$ cat src/sv/wso_pkg.sv
`timescale 1ns / 1ps
// ----------------------------------------------------------------------------
// wso_pkg
// shared types, widths and constants of the wavetable sine oscillator
// ----------------------------------------------------------------------------
`default_nettype none

package wso_pkg;

    localparam int FREQ_W  = 18;
    localparam int RATE_W  = 18;
    localparam int DEN_W   = RATE_W + 4;
    localparam int PER_W   = 16;
    localparam int IDX_W   = 16;
    localparam int PHASE_W = 32;
    localparam int Q       = 30;
    localparam int X_W     = Q + 1;
    localparam int MUL_W   = 33;
    localparam int P_W     = 2 * MUL_W;
    localparam int DIV_N_W = FREQ_W + PHASE_W;
    localparam int DIV_D_W = DEN_W;

    localparam int INDEX_BITS_DEF  = 16;
    localparam int SAMPLE_BITS_DEF = 16;

    localparam logic [RATE_W-1:0] RATE_RESET = RATE_W'(44100);
    localparam logic [PER_W-1:0]  PER_MAX    = '1;
    localparam logic [X_W-1:0]    Q_ONE      = {1'b1, {Q{1'b0}}};

    localparam int HORN_CNT_W = 2;
    localparam logic [HORN_CNT_W-1:0] HORN_LAST = '1;
    localparam logic signed [MUL_W-1:0] HORNER_SEED = MUL_W'(172272);

    localparam logic REQ_SET  = 1'b0;
    localparam logic REQ_TICK = 1'b1;

    localparam int ST_DEPTH = 1;
    localparam int ST_AW    = 1;
    localparam logic [ST_AW-1:0] ST_ADDR = '0;

    typedef struct packed {
        logic [FREQ_W-1:0]  cur_freq;
        logic [PER_W-1:0]   period_len;
        logic [IDX_W-1:0]   phase_index;
        logic [PHASE_W-1:0] phase_step;
    } st_t;

    localparam st_t ST_RESET = '{
        cur_freq:    '0,
        period_len:  PER_W'(1),
        phase_index: '0,
        phase_step:  '0
    };

    typedef struct packed {
        logic               start;
        logic [DIV_N_W-1:0] dividend;
        logic [DIV_D_W-1:0] divisor;
    } div_req_t;

    typedef struct packed {
        logic               done;
        logic [DIV_N_W-1:0] quot;
        logic [DIV_D_W-1:0] rem;
    } div_rsp_t;

    typedef enum logic [4:0] {
        S_IDLE,
        S_LOAD,
        S_CMP,
        S_DPER,
        S_DSTEP,
        S_WRAP,
        S_DWRAP,
        S_PH,
        S_X,
        S_X2,
        S_X2R,
        S_HM,
        S_HA,
        S_YM,
        S_YA,
        S_AM,
        S_AA,
        S_WB
    } state_t;

    function automatic logic signed [MUL_W-1:0] horner_coef(input logic [HORN_CNT_W-1:0] k);
        logic signed [MUL_W-1:0] c;
        case (k)
            2'd0:    c = MUL_W'(-5026994);
            2'd1:    c = MUL_W'(85569307);
            2'd2:    c = MUL_W'(-693598673);
            default: c = MUL_W'(1686629713);
        endcase
        return c;
    endfunction

endpackage

`default_nettype wire

$ cat src/sv/wso_mul.sv
`timescale 1ns / 1ps
// ----------------------------------------------------------------------------
// wso_mul
// shared signed multiplier with a registered product
// ----------------------------------------------------------------------------
`default_nettype none

module wso_mul (
    input  logic                                clk,
    input  logic signed [wso_pkg::MUL_W-1:0]    a,
    input  logic signed [wso_pkg::MUL_W-1:0]    b,
    output logic signed [wso_pkg::P_W-1:0]      p
);

    logic signed [wso_pkg::P_W-1:0] p_reg;

    always_ff @(posedge clk)
    begin
        p_reg <= a * b;
    end

    assign p = p_reg;

endmodule

`default_nettype wire

$ cat config.mk
export PLATFORM = sky130hd
export DESIGN_NAME = wso_mul
export DESIGN_NICKNAME = d
export VERILOG_FILES = /design/src/sv/wso_pkg.sv /design/src/sv/wso_mul.sv
export SDC_FILE = /design/constraint.sdc
export NUM_CORES = 2
export LEC_CHECK = 0
export ABC_AREA = 1
export BUFFER_PORTS_ARGS = -buffer_cell sky130_fd_sc_hd__buf_4
export CAP_MARGIN = 20
export CORE_ASPECT_RATIO = 1.1
export CORE_MARGIN = 4
export CORE_UTILIZATION = 45
export CTS_BUF_LIST = sky130_fd_sc_hd__clkbuf_8 sky130_fd_sc_hd__clkbuf_16
export CTS_CLUSTER_DIAMETER = 120
export CTS_CLUSTER_SIZE = 25
export DETAILED_ROUTE_END_ITERATION = 8
export PLACE_DENSITY = 0.65
export SETUP_SLACK_MARGIN = 0.02
export SYNTH_ARGS = -nofsm -noshare
export SYNTH_HDL_FRONTEND = slang
export SYNTH_SLANG_ARGS = --single-unit
export TNS_END_PERCENT = 20
$ cat constraint.sdc
create_clock -name clk -period 13.2 [get_ports clk]
set_input_delay 0.66 -clock clk [delete_from_list [all_inputs] [get_ports clk]]
set_output_delay 0.66 -clock clk [all_outputs]
set_load 0.01 [all_outputs]
==> run_results.csv <==
group,metric,value,unit
grt,grt_use_met3,2.22,%
worst_setup_path,crit_path_end_kind,"flip-flop",
sta,max_slew_margin,34.3,%
min_path,min_from,"b[0]",
clock_network,cts-root-buf,"clkbuf_16",
worst_setup_path,critPathLaunchType,"primary input",
min_path,min_path_type,"in -> reg",
clock_network,clk_pin_slew_worst_paths,0.06,ns
detailed_routing,drtIter0Drc,1752,
layout,drive_gt1_share,3.90,%
die,coreArea,94600,um^2
sta,rsz0062_at_grt,"false",
logic_synthesis,synth_area,43200,um^2
placement,place.gp.congestion,0.965,
detailed_routing,ant_nets,0,
min_path,hold_end,"p[0]",
worst_setup_path,crit_start,"a[32]",
sta,maxSlewViolCount,0,
grt,first_global_vias,36600,
sta,finalCritPeriodShare,59.6,%
flow_run,drv_cap,0,
die,io_pins,133,
die,start_util,45.6,%
placement,io_buffers,132,
sta,finalCriticalPeriod,7.87,ns
clock_network,clockBufferDepth,2,
logic_synthesis,synth.yosys.seq_area_share,3.06,%
die,die_x,303,um
grt,grt_use_met1,29.1,%
layout,multiInputGateArea,33800,um^2
layout,nets,6855,
detailed_routing,drt-pass1-iter-count,8,
min_path,whs_path_depth,3,
grt,grt_busiest_layer,"met2",
sta,finalHoldViolCount,0,
placement,dp_hpwl,98200,um
logic_synthesis,yosysWarnings,0,
layout,nFillCells,9322,
grt,grt_max_degree,35,
grt,grt_pass1_wl,193000,um
clock_network,cts_resized,0,
layout,largest_reg_flops,66,
clock_network,clock-sinks,66,
sta,postLayoutSetupSlackWorst,5.33,ns
clock_network,cts_hold_buf,0,
sta,max_freq,127,MHz
clock_network,cts_setup_buffers,0,
sta,holdWs,0.873,ns
clock_network,htreeDepth,3,
detailed_routing,detail_route.wl_per_cell,17.6,um
detailed_routing,drc,2,
logic_synthesis,ys_ff_latch,66,
worst_setup_path,arrival,8.11,ns
die,die-area,101000,um^2
layout,syn_to_final_growth,4.56,%
clock_network,cts_made_buffers,9,
die,row_count,118,
detailed_routing,post_drt_via_cell_ratio,4.86,
logic_synthesis,synth_nets,6972,
clock_network,cts_tree,"yes",
sta,worstMarginPinSlew,0.984,ns
logic_synthesis,yosysUniqueCellTypes,35,
detailed_routing,drt-total-wl,118000,um
sta,finalSetupViolCount,0,
detailed_routing,vias,32600,
logic_synthesis,synthCells,5543,
worst_setup_path,path_class,"in -> reg",
status,violations,"DRC",
status,status,"finished, violations left",
grt,grtUsageTotal,24.4,%
sta,setup-tns-final,0,ns
worst_setup_path,required,13.44,ns
grt,antenna_found_initial,10,
placement,pre_cts_ws,4.95,ns
layout,regArea,1320,um^2
grt,overflow,0,
logic_synthesis,syn_area_per_cell,7.79,um^2
die,die_height,333,um
grt,use_met2,45.5,%
worst_setup_path,critPathMaxFanout,33,
-- cells in the final DEF (no fill, tap or decap), types with 2 or more instances in the layout --
cell type and count:
clkinv_4 2, diode_2 8, clkbuf_16 9, nor2_2 20
or2_2 5, xnor2_1 4, a21oi_2 4, a21o_1 2
ha_1 217, o21ai_1 3, bufinv_16 2, inv_1 1893
xor2_1 37, nand2_1 1517, nand3_2 8, inv_6 2
buf_4 134, nor3_1 7, a21oi_1 61, nand3b_1 3
dfxtp_1 66, nand4_1 19, o21ai_0 19, nand2_2 17
nor4_1 4, and2_1 2, nor2_1 131, o21bai_1 14
nand3_1 70, fa_1 1145, nor2_4 3
-- metrics by stage --
step | cells | util (%) | instance area, um^2
after global routing | 6696 | 47.7 | 45100
after floorplan | 5543 | - | 43200
after detailed placement | 6674 | 47.3 | 44800
after CTS | 6690 | 47.6 | 45100
after global placement | 6674 | 47.3 | 44800
final | 6699 | 47.7 | 45100
-- worst max path at each step --
stage | slack, ns | cells past startpoint | end
3_3_place_gp | 5.08 | 21 | p[64]
3_5_place_dp | 4.95 | 23 | p[60]
5_1_grt | 4.89 | 23 | p[60]
2_1_floorplan | 5.78 | 23 | p[60]
4_1_cts | 5.31 | 23 | p[60]
6_report | 5.33 | 21 | p[57]
-- kinds of logic (layout without fill, tap and decap cells) --
family	Yosys count	count (layout)	share of synthesized area [%]
adder cells (fa/ha/maj)	1362	1362	59.4
flip-flops	66	66	3.06
other	0	8	0
AND/OR/NAND/NOR	1810	1810	16.6
buffers and inverters	2158	2046	18.8
XOR/XNOR	41	41	0.832
AO/OA/AOI/OAI	106	106	1.38
-- worst max-delay path: stages --
cell and delay, ns:
buf_4 0.35, nand2_1 0.15, inv_1 0.15, fa_1 0.50, fa_1 0.64, fa_1 0.69
fa_1 1.25, fa_1 0.58, fa_1 0.51, fa_1 0.49, inv_1 0.05, fa_1 0.47
inv_1 0.04, ha_1 0.38, nand2_1 0.13, nor2_1 0.22, nand3_1 0.19, nor2_1 0.22
o21ai_0 0.20, nand4_1 0.13, nand2_1 0.06
-- layer usage --
layer | share of wire [%] | wire, um
met5 | 0.028 | 33
met4 | 4.3 | 5060
met3 | 5.0 | 5830
met2 | 53 | 62300
met1 | 38 | 44400
-- cell type report --
cell class	count	area share (%)
Clock buffer	9	0.499
Inverter	1895	15.8
Tap cell	1260	3.49
Clock inverter	7	0.222
Timing Repair Buffer	135	2.29
Sequential cell	66	2.93
Antenna cell	8	0.0443
Multi-Input combinational cell	3319	74.8
-- Yosys cell counts, drive strengths merged --
library cell | number | share of area [%]
a21boi | 1 | 0.017
a21o | 2 | 0.035
a21oi | 65 | 0.79
and2 | 3 | 0.043
buf | 1 | 0.0087
clkbuf | 262 | 2.3
dfxtp | 66 | 3.1
fa | 1145 | 53
ha | 217 | 6.3
inv | 1895 | 16
nand2 | 1534 | 13
nand3 | 78 | 1.0
nand3b | 3 | 0.052
nand4 | 19 | 0.28
nor2 | 154 | 1.5
nor3 | 8 | 0.10
nor4 | 5 | 0.087
o21a | 1 | 0.017
o21ai | 23 | 0.28
o21bai | 14 | 0.24
or2 | 6 | 0.087
xnor2 | 4 | 0.081
xor2 | 37 | 0.75
Power is left out: the tool's default activity adds up to more than one toggle a clock period on the data nets, which glitch-free logic cannot reach.
