**config.mk**
```make
export PLATFORM = sky130hd
export DESIGN_NAME = wso_ram
export DESIGN_NICKNAME = d
export VERILOG_FILES = /design/src/sv/wso_ram.sv
export SDC_FILE = /design/constraint.sdc
export NUM_CORES = 1
export LEC_CHECK = 0
export BUFFER_PORTS_ARGS = -buffer_cell sky130_fd_sc_hd__buf_4
export CORE_ASPECT_RATIO = 1.1
export CORE_MARGIN = 2
export CORE_UTILIZATION = 50
export CTS_BUF_LIST = sky130_fd_sc_hd__clkbuf_16
export DETAILED_ROUTE_END_ITERATION = 7
export PLACE_DENSITY = 0.79
export SLEW_MARGIN = 20
export SYNTH_ARGS = -nofsm -noshare
export SYNTH_HDL_FRONTEND = slang
export SYNTH_SLANG_ARGS = --single-unit
export TNS_END_PERCENT = 5
```
**constraint.sdc**
```tcl
create_clock -name clk -period 1.2 [get_ports clk]
set_input_delay 0.24 -clock clk [delete_from_list [all_inputs] [get_ports clk]]
set_output_delay 0.24 -clock clk [all_outputs]
set_load 0.02 [all_outputs]
```
**src/sv/wso_ram.sv**
```systemverilog
`timescale 1ns / 1ps
// ----------------------------------------------------------------------------
// wso_ram
// generic single write port, single read port ram with registered read
// ----------------------------------------------------------------------------
`default_nettype none

module wso_ram #(
    parameter int WIDTH = 8,
    parameter int DEPTH = 2,
    localparam int AW   = (DEPTH > 1) ? $clog2(DEPTH) : 1
) (
    input  logic             clk,
    input  logic             we,
    input  logic [AW-1:0]    waddr,
    input  logic [WIDTH-1:0] wdata,
    input  logic             re,
    input  logic [AW-1:0]    raddr,
    output logic [WIDTH-1:0] rdata
);

    logic [WIDTH-1:0] mem [DEPTH];
    logic [WIDTH-1:0] rdata_reg;

    always_ff @(posedge clk)
    begin
        if (we)
        begin
            mem[waddr] <= wdata;
        end
        if (re)
        begin
            rdata_reg <= mem[raddr];
        end
    end

    assign rdata = rdata_reg;

endmodule

`default_nettype wire

```
==> metrics.md, run 1 <==
| Metric | Value |
|---|---|
| Status | `finished, final reports clean` |
| Reg-to-reg endpoint | `rdata[5]$_DFFE_PP_` |
| Final worst slack | `just under 0.2 ns` |
| Synth Register Bits | `24` |
| I/O Pins | `21` |
| WP buf/inv | `1` |
| Critical path arrival | `just under 0.8 ns` |
| Slew @ Worst Pin | `0.326 ns` |
| Gpl congestion | `0.580` |
| Commonest non-fill, non-tap cell in the layout | `edfxtp_1` |
| End of the critical path | `rdata[2]` |
| Synth Area per Inst | `24.7 sq um` |
| Area after DPL | `1030 sq um` |
| H-tree depth | `1` |
| First-pass GRT wire length | `1480 um` |
| Vias | `361` |
| Max Root-Sink Buffers | `2` |
| Share of layout cells above drive strength 1 | `0.552` |
| # port buffers | `20` |
| Top post-synthesis cells by area | `edfxtp_1 (83%), mux2_4 (14%), buf_6 (1.3%), and2_1 (0.72%), nor2b_1 (0.72%)` |
| Final Cell Area | `1110 sq um` |
| Max Cap Viol | `0` |
| Total grt overflow | `0` |
| Unique masters post-synth | `5` |
| Gr usage total | `0.109` |
| Antenna Cells | `0` |
| Post-synthesis sequential area ratio | `0.834` |
| Die X | `43.6 um` |
| CP cell instances | `buf_4` |
| Post-Syn Area | `865 sq um` |
| Hold slack | `roughly 0.17 ns` |
| FF-to-FF setup slack | `0.29 ns` |
| Slew Limit Fails | `0` |
| Post-CTS Setup Bufs | `0` |
| Number of core rows | `15` |
| Drt initial violations | `4` |
| Post-CTS Resized | `0` |
| Synth Instances | `35` |
| Vias per cell | `4.81` |
| Largest net degree at the start of global routing | `13` |
| RR Startpoint | `mem[1][5]$_DFFE_PP_` |
| Pleak | `0.437 nW` |
| HP Class | `in -> reg` |
| # placed instances | `between 70 and 80` |
| Largest area contributor in the netlist | `edfxtp_1` |
| Clock buffer count from CTS | `3` |
| Post-Layout Cell Count | `between 70 and 80` |
| Vias in the first global route | `331` |
| Starting density of the core | `0.542` |
| CTS clock-pin slew for the worst setup and hold paths | `0.06 ns` |
| Setup_tns | `0 ns` |
| Avg WL per Cell | `13.0 um` |
| Final setup violation count | `0` |
| Final hold violation count | `0` |
| Tcrit/Tclk final | `0.838` |
| Placeable Area | `1600 sq um` |
| Pre-CTS WS | `0.215 ns` |
| Critical path's largest stage delay | `0.36 ns` |
| Die area | `2080 sq um` |
| CTS tree | `done` |
| Crit path max-delay cell type | `edfxtp_1` |
| Reg2reg path depth | `1` |
| PwrDens | `1660 nW/um^2` |
| Critical path fanouts, max | `1` |
| Remaining DRCs | `0` |
| RSZ-0062 raised after global routing | `no` |
| Root cell of the clock tree | `clkbuf_16` |
| Clock Latency Late Sink | `0.25 ns` |
| Worst setup EP type | `output pin` |
| Routed Antenna Nets | `0` |
| Initial antenna violation count | `0` |
| Final wirelength | `975 um` |
| Chip Height | `47.6 um` |
| Min Tclk post-route | `1.01 ns` |
| Largest register FFs | `16` |
| CP Launch Type | `flop` |
| DR pass1 iterations | `3` |
| Commonest cells after routing, fill and taps aside | `edfxtp_1 (24), buf_4 (21), mux2_4 (8)` |
| Crit path from | `rdata[2]$_DFFE_PP_` |
| Hold_buf cts | `0` |
| Yosys top cell area share | `0.834` |
| Clock Sinks | `24` |
| YS warnings | `0` |
| Skew final | `approximately 0.0019 ns` |
| Worst Path Required | `roughly 0.96 ns` |
| Slew headroom | `0.783` |
| Worst IR Drop VDD | `0.00126 V` |
| Crit path max-delay family | `flip-flops` |
| Syn Nets | `48` |
| CP Depth | `1` |
| Area Growth Syn to Fin | `28.1%` |
| WS Path Type | `reg -> out` |
| Max Clock Freq | `0.994 GHz` |
| Nets@finish | `73` |
==> metal layers <==
| layer | part of all wire | global-route usage | vias up |
|---|---|---|---|
| met3 | 0.083 | 0.0453 | 0 |
| li1 | - | - | 185 |
| met1 | 0.42 | 0.125 | 158 |
| met4 | 0 | 0.0727 | 0 |
| met2 | 0.49 | 0.171 | 18 |
| met5 | 0 | 0 | - |
==> kinds of logic (layout without fill, tap and decap cells) <==
family,after synthesis,count (layout),synth area share
buf+inv,1,24,0.0130
simple gates,2,2,0.0145
flops,24,24,0.834
mux,8,8,0.139
==> cell usage after synthesis, drive strengths merged <==
master and number:
edfxtp 24, and2 1, mux2 8, nor2b 1, buf 1
==> power by group <==
| group | switching (mW) | internal [mW] |
|---|---|---|
| clock | 0.237 | 0.439 |
| combinational | 0.0665 | 0.0875 |
| sequential | 0.0149 | 0.991 |
| total | 0.318 | 1.52 |
==> metrics by stage <==
stage / utilization / total power [mW]
global placement: 0.647 / 1.17
global route: 0.694 / 1.91
finish: 0.694 / 1.84
CTS: 0.694 / 1.85
floorplan: - / 1.10
detailed placement: 0.647 / 1.18
==> final cells by class <==
cell class | instances | area (sq um)
Fill cell | 89 | 488
Clock buffer | 3 | 75.1
Multi-Input combinational cell | 10 | 133
Sequential cell | 24 | 721
Timing Repair Buffer | 21 | 158
Tap cell | 17 | 21.3
==> worst min path at each step <==
stage	startpoint	endpoint	slack, ns	cells after the start
global placement	wdata[1]	mem[0][1]$_DFFE_PP_	0.43	1
global route	wdata[3]	mem[0][3]$_DFFE_PP_	0.17	1
CTS	wdata[3]	mem[0][3]$_DFFE_PP_	0.17	1
floorplan	wdata[0]	mem[0][0]$_DFFE_PP_	0.34	0
detailed placement	wdata[7]	mem[1][7]$_DFFE_PP_	0.43	1
finish	wdata[3]	mem[0][3]$_DFFE_PP_	0.17	1
Power figures use the tool's default switching activity.
==> run 2: changes to the inputs <==
--- a/config.mk
+++ b/config.mk
@@ -5,13 +5,14 @@
 export SDC_FILE = /design/constraint.sdc
 export NUM_CORES = 1
 export LEC_CHECK = 0
+export ABC_AREA = 1
 export BUFFER_PORTS_ARGS = -buffer_cell sky130_fd_sc_hd__buf_4
 export CORE_ASPECT_RATIO = 1.1
 export CORE_MARGIN = 2
-export CORE_UTILIZATION = 50
+export CORE_UTILIZATION = 44
 export CTS_BUF_LIST = sky130_fd_sc_hd__clkbuf_16
 export DETAILED_ROUTE_END_ITERATION = 7
-export PLACE_DENSITY = 0.79
+export PLACE_DENSITY = 0.75
 export SLEW_MARGIN = 20
 export SYNTH_ARGS = -nofsm -noshare
 export SYNTH_HDL_FRONTEND = slang
==> constraint.sdc (replaced) <==
create_clock -name clk -period 0.82 [get_ports clk]
set_input_delay 0.164 -clock clk [delete_from_list [all_inputs] [get_ports clk]]
set_output_delay 0.164 -clock clk [all_outputs]
set_load 0.02 [all_outputs]
==> metrics.md, run 2 <==
| Metric | Value |
|---|---|
| Status | `finished with violations` |
| Failing checks | `setup timing` |
| CTS tree | `done` |
| Final setup violation count | `8` |
| Worst setup EP type | `output pin` |
| Crit path max-delay family | `flip-flops` |
| Max Clock Freq | `1.07 GHz` |
| Final Util | `0.627` |
| RSZ-0062 raised after global routing | `yes` |
| Placeable Area | `~1800 sq um` |
| Critical path's largest stage delay | `between 0.3 and 0.4 ns` |
| XOR/XNOR Fraction of Synth Area | `0` |
| Yosys top cell area share | `0.857` |
| Final worst slack | `-0.111 ns` |
| Synth Area in Simple Gates | `0.116` |
| Hold-critical path depth | `1` |
| Post-Syn Area | `about 840 sq um` |
| Final hold violation count | `0` |
| Drt initial violations | `6` |
| Root cell of the clock tree | `clkbuf_16` |
| Synth Register Bits | `24` |
| Skew final | `0.000753 ns` |
| Die X | `45.7 um` |
| Clock Latency Late Sink | `roughly 0.25 ns` |
| Unique masters post-synth | `6` |
| CP cell instances | `buf_6` |
| Number of core rows | `16` |
| CP Depth | `1` |
| Pleak | `0.470 nW` |
| Nets@finish | `92` |
| Synth Area per Inst | `15.6 sq um` |
| Largest net degree at the start of global routing | `13` |
| Post-synthesis sequential area ratio | `0.857` |
| Area Growth Syn to Fin | `32.9%` |
| Critical path arrival | `0.77 ns` |
| WS Path Type | `reg -> out` |
| Final wirelength | `about 1200 um` |
| Vias per cell | `4.83` |
| Max Cap Viol | `0` |
| I/O Pins | `21` |
| Die area | `2280 sq um` |
| Post-CTS Setup Bufs | `0` |
| Gpl congestion | `0.718` |
| HP Class | `in -> reg` |
| Antenna Cells | `0` |
| Most common library cells after synthesis | `nand2_1 (25), edfxtp_1 (24), inv_1 (2)` |
| Total power | `2.69 mW` |
| FFs w/ async S/R, synth | `0` |
| Most used DFF post-synth | `edfxtp_1` |
| Total grt overflow | `0` |
| Max Root-Sink Buffers | `2` |
| Slew Limit Fails | `0` |
| Remaining DRCs | `0` |
| Syn Nets | `67` |
| Slew @ Worst Pin | `slightly below 0.3 ns` |
| PwrDens | `2410 nW/um^2` |
| Min Tclk post-route | `approximately 0.93 ns` |
| Critical path fanouts, max | `1` |
| Crit path max-delay cell type | `edfxtp_1` |
| Commonest non-fill, non-tap cell in the layout | `nand2_1` |
| Vias | `roughly 460` |
| Commonest cells after routing, fill and taps aside | `nand2_1 (25), edfxtp_1 (24), buf_4 (13)` |
| Clock Sinks | `24` |
| Routed Antenna Nets | `0` |
| Most frequent cell after synthesis | `nand2_1` |
| Clock buffer count from CTS | `3` |
| CTS clock-pin slew for the worst setup and hold paths | `approximately 0.050 ns` |
| H-tree depth | `1` |
| # port buffers | `20` |
| Chip Height | `between 40 and 50 um` |
| Worst IR Drop VDD | `0.00154 V` |
| WP buf/inv | `1` |
| Synth Instances | `54` |
| Largest family of logic cells by synthesized area | `simple AND/OR/NAND/NOR gates` |
| Vias in the first global route | `between 400 and 500` |
| YS warnings | `0` |
| Initial antenna violation count | `0` |
| Reg2reg path depth | `2` |
| First-pass GRT wire length | `1950 um` |
| Starting density of the core | `0.472` |
| Share of layout cells above drive strength 1 | `0.338` |
| Pre-CTS WS | `-0.0527 ns` |
| Post-synth EDFFs | `24` |
| CP Launch Type | `flop` |
| DR pass1 iterations | `2` |
| Top post-synthesis cells by area | `edfxtp_1 (86%), nand2_1 (11%), buf_6 (1.3%), inv_1 (0.89%), inv_2 (0.45%)` |
| Largest register FFs | `16` |
| Tcrit/Tclk final | `1.14` |
| Complex-gate fraction of the synthesized area | `0` |
| Multiplexer share of the synthesized area | `0` |
| Gr usage total | `0.128` |
| Slew headroom | `0.803` |
| Avg WL per Cell | `12.5 um` |
| Worst Path Required | `0.66 ns` |
| Synth Area in Adders | `0` |
| Largest area contributor in the netlist | `edfxtp_1` |
-- run 2: cell count changes in the layout (fill, tap and decap cells not counted), moves of 2 or more --
cell,before,now
buf_4,21,13
buf_6,0,8
inv_1,0,2
mux2_4,8,0
nand2_1,0,25
-- run 2: power breakdown --
group | internal, mW | switching, mW | leakage, nW
registers | 1.45 | 0.0266 | 0.230
logic | 0.108 | 0.111 | 0.203
clock network | 0.643 | 0.354 | 0.0370
-- run 2: metal layers --
metal	GRT usage	vias up	part of all wire
met4	0.0882	0	0.018
met5	0	-	0
met1	0.124	210	0.36
met3	0.0330	2	0.049
met2	0.223	16	0.57
li1	-	231	-
-- run 2: metrics by stage --
step | cells | instance area, sq um | hold slack (ns) | setup TNS (ns)
detailed placement | 92 | 1010 | 0.354 | -0.780
floorplan | 54 | 843 | 0.263 | 0
global route | 95 | 1120 | 0.0928 | -1.05
CTS | 95 | 1110 | 0.0960 | -0.914
global placement | 92 | 1010 | 0.351 | -0.243
finish | 95 | 1120 | 0.0973 | -0.862
-- run 2: area by class of cell --
class	instances	area (sq um)
clock buffers	3	75.1
fillers	129	664
inverters	3	11.3
multi-input cells	26	100
flip-flops and latches	24	721
well taps	18	22.5
repair buffers	21	188
-- run 2: cell families (layout without fill, tap and decap cells) --
family | count (synthesis) | after routing
DFF | 24 | 24
buffers and inverters | 4 | 27
and+or+nand+nor | 26 | 26
-- run 2: final timing paths --
kind                  startpoint                  end  slack, ns
max           rdata[6]$_DFFE_PP_             rdata[6]      -0.11
min                     wdata[2]  mem[1][2]$_DFFE_PP_        0.1
max reg2reg  mem[1][7]$_DFFE_PP_   rdata[7]$_DFFE_PP_       0.05
min reg2reg  mem[0][1]$_DFFE_PP_   rdata[1]$_DFFE_PP_       0.52
-- run 2: repair_timing --
item,4_1_cts,5_1_grt
pin swaps,0,0
gates resized for setup,5,3
hold buffers,0,0
setup endpoints to repair,8,8
