### src/sv/wso_pkg.sv
`timescale 1ns / 1ps
// ----------------------------------------------------------------------------
// wso_pkg
// shared types, widths and constants of the wavetable sine oscillator
// ----------------------------------------------------------------------------
`default_nettype none

package wso_pkg;

    localparam int FREQ_W  = 18;
    localparam int RATE_W  = 18;
    localparam int DEN_W   = RATE_W + 4;
    localparam int PER_W   = 16;
    localparam int IDX_W   = 16;
    localparam int PHASE_W = 32;
    localparam int Q       = 30;
    localparam int X_W     = Q + 1;
    localparam int MUL_W   = 33;
    localparam int P_W     = 2 * MUL_W;
    localparam int DIV_N_W = FREQ_W + PHASE_W;
    localparam int DIV_D_W = DEN_W;

    localparam int INDEX_BITS_DEF  = 16;
    localparam int SAMPLE_BITS_DEF = 16;

    localparam logic [RATE_W-1:0] RATE_RESET = RATE_W'(44100);
    localparam logic [PER_W-1:0]  PER_MAX    = '1;
    localparam logic [X_W-1:0]    Q_ONE      = {1'b1, {Q{1'b0}}};

    localparam int HORN_CNT_W = 2;
    localparam logic [HORN_CNT_W-1:0] HORN_LAST = '1;
    localparam logic signed [MUL_W-1:0] HORNER_SEED = MUL_W'(172272);

    localparam logic REQ_SET  = 1'b0;
    localparam logic REQ_TICK = 1'b1;

    localparam int ST_DEPTH = 1;
    localparam int ST_AW    = 1;
    localparam logic [ST_AW-1:0] ST_ADDR = '0;

    typedef struct packed {
        logic [FREQ_W-1:0]  cur_freq;
        logic [PER_W-1:0]   period_len;
        logic [IDX_W-1:0]   phase_index;
        logic [PHASE_W-1:0] phase_step;
    } st_t;

    localparam st_t ST_RESET = '{
        cur_freq:    '0,
        period_len:  PER_W'(1),
        phase_index: '0,
        phase_step:  '0
    };

    typedef struct packed {
        logic               start;
        logic [DIV_N_W-1:0] dividend;
        logic [DIV_D_W-1:0] divisor;
    } div_req_t;

    typedef struct packed {
        logic               done;
        logic [DIV_N_W-1:0] quot;
        logic [DIV_D_W-1:0] rem;
    } div_rsp_t;

    typedef enum logic [4:0] {
        S_IDLE,
        S_LOAD,
        S_CMP,
        S_DPER,
        S_DSTEP,
        S_WRAP,
        S_DWRAP,
        S_PH,
        S_X,
        S_X2,
        S_X2R,
        S_HM,
        S_HA,
        S_YM,
        S_YA,
        S_AM,
        S_AA,
        S_WB
    } state_t;

    function automatic logic signed [MUL_W-1:0] horner_coef(input logic [HORN_CNT_W-1:0] k);
        logic signed [MUL_W-1:0] c;
        case (k)
            2'd0:    c = MUL_W'(-5026994);
            2'd1:    c = MUL_W'(85569307);
            2'd2:    c = MUL_W'(-693598673);
            default: c = MUL_W'(1686629713);
        endcase
        return c;
    endfunction

endpackage

`default_nettype wire

### src/sv/wso_div.sv
`timescale 1ns / 1ps
// ----------------------------------------------------------------------------
// wso_div
// restoring unsigned divider, one quotient bit per cycle
// ----------------------------------------------------------------------------
`default_nettype none

module wso_div (
    input  logic              clk,
    input  logic              rst_n,
    input  wso_pkg::div_req_t req,
    output wso_pkg::div_rsp_t rsp
);

    localparam int N_W   = wso_pkg::DIV_N_W;
    localparam int D_W   = wso_pkg::DIV_D_W;
    localparam int CNT_W = $clog2(N_W + 1);

    logic [D_W-1:0]   rem_reg;
    logic [D_W-1:0]   rem_next;
    logic [N_W-1:0]   quo_reg;
    logic [N_W-1:0]   quo_next;
    logic [D_W-1:0]   dsr_reg;
    logic [CNT_W-1:0] cnt_reg;
    logic             busy_reg;
    logic             done_reg;
    logic [D_W:0]     trial;
    logic             fits;

    always_comb
    begin
        trial = {rem_reg, quo_reg[N_W-1]};
        fits  = trial >= {1'b0, dsr_reg};
        if (fits)
        begin
            rem_next = D_W'(trial - {1'b0, dsr_reg});
        end
        else
        begin
            rem_next = trial[D_W-1:0];
        end
        quo_next = {quo_reg[N_W-2:0], fits};
    end

    always_ff @(posedge clk or negedge rst_n)
    begin
        if (!rst_n)
        begin
            busy_reg <= 1'b0;
            done_reg <= 1'b0;
            cnt_reg  <= '0;
        end
        else
        begin
            done_reg <= 1'b0;
            if (req.start)
            begin
                busy_reg <= 1'b1;
                cnt_reg  <= '0;
            end
            else if (busy_reg)
            begin
                cnt_reg <= cnt_reg + 1'b1;
                if (cnt_reg == CNT_W'(N_W - 1))
                begin
                    busy_reg <= 1'b0;
                    done_reg <= 1'b1;
                end
            end
        end
    end

    always_ff @(posedge clk)
    begin
        if (req.start)
        begin
            rem_reg <= '0;
            quo_reg <= req.dividend;
            dsr_reg <= req.divisor;
        end
        else if (busy_reg)
        begin
            rem_reg <= rem_next;
            quo_reg <= quo_next;
        end
    end

    always_comb
    begin
        rsp.done = done_reg;
        rsp.quot = quo_reg;
        rsp.rem  = rem_reg;
    end

endmodule

`default_nettype wire

### config.mk
export PLATFORM = sky130hd
export DESIGN_NAME = wso_div
export DESIGN_NICKNAME = d
export VERILOG_FILES = /design/src/sv/wso_pkg.sv /design/src/sv/wso_div.sv
export SDC_FILE = /design/constraint.sdc
export NUM_CORES = 1
export LEC_CHECK = 0
export ABC_CLOCK_PERIOD_IN_PS = 5500
export BUFFER_PORTS_ARGS = -buffer_cell sky130_fd_sc_hd__buf_2
export CAP_MARGIN = 20
export CORE_MARGIN = 1
export CORE_UTILIZATION = 37
export CTS_BUF_LIST = sky130_fd_sc_hd__clkbuf_8
export CTS_CLUSTER_DIAMETER = 60
export DETAILED_ROUTE_END_ITERATION = 8
export GPL_TIMING_DRIVEN = 1
export PLACE_DENSITY = 0.61
export SETUP_SLACK_MARGIN = 0.05
export SLEW_MARGIN = 20
export SYNTH_ARGS = -nofsm -noshare
export SYNTH_HDL_FRONTEND = slang
export SYNTH_SLANG_ARGS = --single-unit
### constraint.sdc
create_clock -name clk -period 5.5 [get_ports clk]
set_input_delay 0.825 -clock clk [delete_from_list [all_inputs] [get_ports clk]]
set_output_delay 0.825 -clock clk [all_outputs]
set_load 0.01 [all_outputs]
==> results of run 1 <==
## worst paths after layout
check	startpoint	endpoint	slack (ns)	depth (start not counted)
max in group asynchronous	rst_n	cnt_reg[4]$_DFFE_PN0P_	5.07	1
worst max register to register	dsr_reg[6]$_DFFE_PP_	rem_reg[20]$_SDFFE_PP0P_	2.50	9
worst min-delay path	rst_n	cnt_reg[1]$_DFFE_PN0P_	0.26	1
worst max-delay path	dsr_reg[6]$_DFFE_PP_	rem_reg[20]$_SDFFE_PP0P_	2.50	9
worst min register to register	rem_reg[4]$_SDFFE_PP0P_	rem_reg[4]$_SDFFE_PP0P_	0.52	2
min in group clk	rem_reg[4]$_SDFFE_PP0P_	rem_reg[4]$_SDFFE_PP0P_	0.52	2
## per-stage QoR
stage | setup WS (ns) | hold WS [ns] | util | cells | cell area [sq um]
after global routing | 2.205 | 0.2478 | 0.4566 | 765 | 6362
after floorplan | 2.629 | 0.5141 | - | 439 | 5301
after CTS | 2.459 | 0.2438 | 0.4566 | 765 | 6362
after global placement | 2.535 | 0.5045 | 0.4437 | 749 | 6183
after detailed placement | 2.484 | 0.5148 | 0.4437 | 749 | 6183
final | 2.498 | 0.2618 | 0.4566 | 765 | 6362
## power by group
part	switching, uW	total [uW]	internal [uW]
sequential	27.9	912	884
clock	284	455	171
combinational	114	229	114
total	426	1600	1170
## Yosys cell counts (9+ instances only)
cell type,count
a211oi_1,19
xnor2_1,13
ha_1,24
clkbuf_1,11
inv_1,27
xor2_1,9
mux2_2,50
nor2_1,31
mux2i_1,16
nand2_1,19
dfxtp_1,22
edfxtp_1,72
a21oi_1,20
## cell type report
class                           count  area [sq um]
Clock inverter                      7         55.05
Multi-Input combinational cell    290          2293
Sequential cell                   102          2803
Inverter                           27         101.3
Fill cell                        1337          7572
Tap cell                          180         225.2
Clock buffer                        9         123.9
Timing Repair Buffer              150         760.7
## metal layers
layer,global-route usage,vias to the layer above,routed length [microns]
met5,0,-,0
met4,0.05247,0,136
met3,0.06273,7,985
met2,0.2702,122,5344
met1,0.2033,1821,5252
li1,-,1913,-
## kinds of logic after synthesis
logic type	after synthesis	synth area share
buffers and inverters	47	0.03871
flip-flops	102	0.5287
AND/OR/NAND/NOR	90	0.08473
XOR/XNOR	22	0.03635
multiplexers	66	0.1364
AO/OA/AOI/OAI	87	0.1147
adder cells (fa/ha/maj)	25	0.06042
==> results_dict.tcl, run 1 <==
set metrics [dict create \
    status "complete, no violations" \
    hold_class "in2async" \
    hold_violations 0 \
    core_sq_um 13930 \
    antenna_found_initial 0 \
    cpPeakStageDelay_ns 0.70 \
    drv_slew 0 \
    rsz0062_at_grt "false" \
    grt_start_max_net_pins 60 \
    ys_types 58 \
    peakVddDrop_uv 150.1 \
    clockBufferDepth 2 \
    synth_ff_type "edfxtp_1" \
    vias 3863 \
    io_pins 148 \
    power_per_cell_area_nw_per_um2 250.8 \
    synthCells 439 \
    cp_common_cell "a311oi_2" \
    clk_pin_slew_worst_paths_ns 0.11 \
    ctsHoldBuffers 0 \
    num_antenna_cells 0 \
    fmax_mhz 333.1 \
    crit_path_top_delay_cell "nor2_4" \
    synth-edff-count 72 \
    final-setup-viol-count 0 \
    synth_seq_area_share 0.5287 \
    cts_buffers 9 \
    crit_family "compound AO/OA/AOI/OAI gates" \
    fin_worst_skew_ns 0.01536 \
    final.setup.tns_ns 0 \
    largest_register_ffs 50 \
    h-tree-depth 3 \
    grt_overflow 0 \
    hpwl_mm 8.435 \
    firstDrtPassIters 4 \
    syn-cell-area_sq_um 5301 \
    cts_resized 0 \
    cts-root-buf "clkbuf_8" \
    die_h_microns 121.7 \
    startpoint_type "flip-flop" \
    arrival_ns 3.31 \
    p_total_uw 1596 \
    critPathCaptureType "flip-flop" \
    relSlewSlack 0.4228 \
    clk_latency_ns 0.38 \
    routedWlPerCell_microns 15.32 \
    via_per_inst 5.050 \
    drt_iter0_drc 156 \
    yosysWarnings 0 \
    synth_top_area_cell "edfxtp_1" \
    final_cell_mix "146 x buf_2, 72 x edfxtp_1, 50 x mux2_2, 31 x nor2_1, 26 x inv_1" \
    path_max_fanout 25 \
    synth.top_cell.area_share 0.4078 \
    post_cts_buffers 0 \
    cp.required_ns 5.80 \
    post-route-period-util 0.5459 \
    die_width_microns 121.7 \
    synth_area_leaders "edfxtp_1 41%, mux2_2 11%, dfxtp_1 8.3%" \
    power.leakage_uw 0.002748 \
    crit_type "reg2reg" \
    die-area_sq_um 14810 \
    rows 43 \
    worstPathCellList "inv_1 -> ha_1 -> and4_4 -> a311oi_2 -> o21a_1 -> o211a_1 -> nor2_4 -> a41oi_1 -> a311oi_2" \
    groute.usage.overall 0.1663 \
    synth_fp_nets 539 \
    ys_async_sr_fraction 0.07843 \
    start_util 0.3804 \
    grt_pass1_vias 3942 \
    ant_nets 0 \
    final_nets 680 \
    cap_violations 0 \
    cts_tree "done" \
    port_buffers 147 \
    syn-mean-instance-area_sq_um 12.08 \
    syn2layout_area_growth_pct 20.01 \
    post_route_cells_drive_above_1_share 0.3863 \
    grt_pass1_wl_mm 18.99 \
    finalCriticalPeriod_ns 3.002 \
    worstMarginPinSlew_ns 0.8637 \
    routabilityCongestion 0.8500 \
    wl_mm 11.72 \
    drc 0 \
    path_buf_inv 1 \
    synth-seq-cells 102 \
    mostFrequentLayoutCell "buf_2" \
    clock_sinks 102 \
]
Note: power is estimated with default switching activity, not from simulation.
==> run 2, diff against run 1 <==
--- a/config.mk
+++ b/config.mk
@@ -5,7 +5,7 @@
 export SDC_FILE = /design/constraint.sdc
 export NUM_CORES = 1
 export LEC_CHECK = 0
-export ABC_CLOCK_PERIOD_IN_PS = 5500
+export ABC_CLOCK_PERIOD_IN_PS = 2400
 export BUFFER_PORTS_ARGS = -buffer_cell sky130_fd_sc_hd__buf_2
 export CAP_MARGIN = 20
 export CORE_MARGIN = 1
@@ -14,7 +14,7 @@
 export CTS_CLUSTER_DIAMETER = 60
 export DETAILED_ROUTE_END_ITERATION = 8
 export GPL_TIMING_DRIVEN = 1
-export PLACE_DENSITY = 0.61
+export PLACE_DENSITY = 0.63
 export SETUP_SLACK_MARGIN = 0.05
 export SLEW_MARGIN = 20
 export SYNTH_ARGS = -nofsm -noshare
==> constraint.sdc (replaced) <==
create_clock -name clk -period 2.4 [get_ports clk]
set_input_delay 0.36 -clock clk [delete_from_list [all_inputs] [get_ports clk]]
set_output_delay 0.36 -clock clk [all_outputs]
set_load 0.01 [all_outputs]
==> run 2 against run 1 <==
Compared with the run above:
- the run now ends with negative setup slack left
- core utilization increased by 8.0 points
- first-iteration DRC count increased by 26%
- sequential cell count unchanged
- sequential share of layout area decreased by 6.5 points
- clock-buffer cell count unchanged
- combinational power increased to 2.9 times the previous value
- total power increased by 140%
- clock skew about the same
- routed wire length increased by 16%
- fmax increased by 17%
- global-route usage increased by 2.1 points
- critical path depth increased by 3
- critical path type unchanged
- largest power group unchanged
==> results_dict.tcl, run 2 (synthesis gave the netlist of run 1 again) <==
set metrics [dict create \
    clk_latency_ns 0.39 \
    post-place-ws_ns -0.5497 \
    grt_pass1_wl_mm 21.26 \
    core_sq_um 13930 \
    ant_nets 0 \
    crit_type "reg2reg" \
    die_width_microns 121.7 \
    fmax_mhz 388.7 \
    path_max_fanout 2 \
    firstDrtPassIters 4 \
    startpoint_type "flip-flop" \
    hpwl_mm 9.480 \
    power.leakage_uw 0.003247 \
    status "finished with violations" \
    io_pins 148 \
    num_antenna_cells 0 \
    cts_tree "done" \
    syn2layout_area_growth_pct 40.95 \
    antenna_found_initial 0 \
    clk_pin_slew_worst_paths_ns 0.10 \
    drv_slew 0 \
    worstMarginPinSlew_ns 0.5461 \
    cts_buffers 9 \
    largest_register_ffs 50 \
    port_buffers 147 \
    critPathCaptureType "flip-flop" \
    rsz0062_at_grt "true" \
    clock_sinks 102 \
    post-route-period-util 1.072 \
    p_total_uw 3787 \
    final_cell_mix "146 x buf_2, 80 x buf_4, 72 x edfxtp_1, 50 x mux2_2, 31 x nor2_1" \
    via_per_inst 5.051 \
    rows 43 \
    drt_iter0_drc 196 \
    drc 0 \
    clockBufferDepth 2 \
    arrival_ns 2.85 \
    wl_mm 13.56 \
    post_route_cells_drive_above_1_share 0.5472 \
    routabilityCongestion 0.8345 \
    mostFrequentLayoutCell "buf_2" \
    die_h_microns 121.7 \
    groute.usage.overall 0.1869 \
    power_per_cell_area_nw_per_um2 506.9 \
    fin_worst_skew_ns 0.01498 \
    grt_overflow 0 \
    hold_violations 0 \
    cts-root-buf "clkbuf_8" \
    hold_class "in2reg" \
    grt_start_max_net_pins 56 \
    relSlewSlack 0.6360 \
    final_nets 773 \
    h-tree-depth 3 \
    die-area_sq_um 14810 \
    peakVddDrop_uv 488.8 \
    finalCriticalPeriod_ns 2.572 \
    grt_pass1_vias 4369 \
    start_util 0.3804 \
    final.setup.tns_ns -0.5082 \
    cp.required_ns 2.68 \
    routedWlPerCell_microns 15.80 \
    vias 4334 \
    cap_violations 0 \
    final-setup-viol-count 6 \
    violations "negative setup slack" \
    finalWorstSetupSlack_ns -0.1725 \
]
## run 2: cell types whose count changed in the layout (fill, tap and decap cells not counted), sizes merged
cell         change
clkinvlp         +2
dlygate4sd3      +1
buf             +89
nor2             +3
clkinv           -1
inv              -1
## run 2: what timing repair did
item | in CTS | in global routing
buffers inserted | 13 | 3
hold endpoints to repair | 8 | 0
endpoints found under the setup margin | 23 | 23
gates resized for setup | 46 | 26
hold buffers | 1 | 0
pin swaps | 36 | 32
cloned | 3 | 0
## run 2: final timing paths
path / start / endpoint / slack, ns / cells past startpoint
setup / recovery: quo_reg[49]$_DFFE_PP_ / rem_reg[18]$_SDFFE_PP0P_ / -0.17 / 12
hold / removal: req[2] / dsr_reg[2]$_DFFE_PP_ / 0.14 / 1
setup reg to reg: quo_reg[49]$_DFFE_PP_ / rem_reg[18]$_SDFFE_PP0P_ / -0.17 / 12
hold reg to reg: busy_reg$_DFF_PN0_ / busy_reg$_DFF_PN0_ / 0.57 / 2
max in group asynchronous: rst_n / cnt_reg[3]$_DFFE_PN0P_ / 1.88 / 2
min in group asynchronous: rst_n / cnt_reg[1]$_DFFE_PN0P_ / 0.35 / 2
## run 2: per-stage QoR
step | hold WS (ns) | instances | instance area, sq um | utilization
global route | 0.1130 | 858 | 7472 | 0.5362
finish | 0.1430 | 858 | 7472 | 0.5362
global placement | 0.2044 | 822 | 6778 | 0.4864
detailed placement | 0.2106 | 822 | 6778 | 0.4864
floorplan | 0.06441 | 439 | 5323 | -
CTS | 0.1218 | 855 | 7340 | 0.5267
## run 2: cell type report
type                            count  area [sq um]
Sequential cell                   102          2803
Clock buffer                        9         123.9
Multi-Input combinational cell    293          2648
Fill cell                        1199          6462
Tap cell                          180         225.2
Timing Repair Buffer              240          1514
Clock inverter                      7         53.80
Inverter                           27         105.1
## run 2: critical path, stage by stage (launching register included)
cell	delay, ns
edfxtp_1	0.39
inv_1	0.07
ha_2	0.17
inv_2	0.04
fa_2	0.35
a211oi_2	0.22
o21ai_2	0.10
o2111ai_2	0.24
a21boi_2	0.10
o22a_1	0.23
a2111o_1	0.37
nand4_1	0.11
o21bai_1	0.07
## run 2: where the power goes
part / leakage [uW] / switching, uW / total (uW) / internal [uW]
Sequential: 0.00103 / 66.2 / 2090 / 2030
Clock: 0.0000896 / 638 / 1030 / 388
Combinational: 0.00213 / 315 / 668 / 353
## run 2: routing by layer
metal  global-route usage  vias up  share of wire
li1                     -     2111              -
met1               0.2225     2082           0.43
met2               0.3200      133           0.49
met3              0.06601        8          0.074
met4              0.04707        0         0.0095
met5                    0        -              0
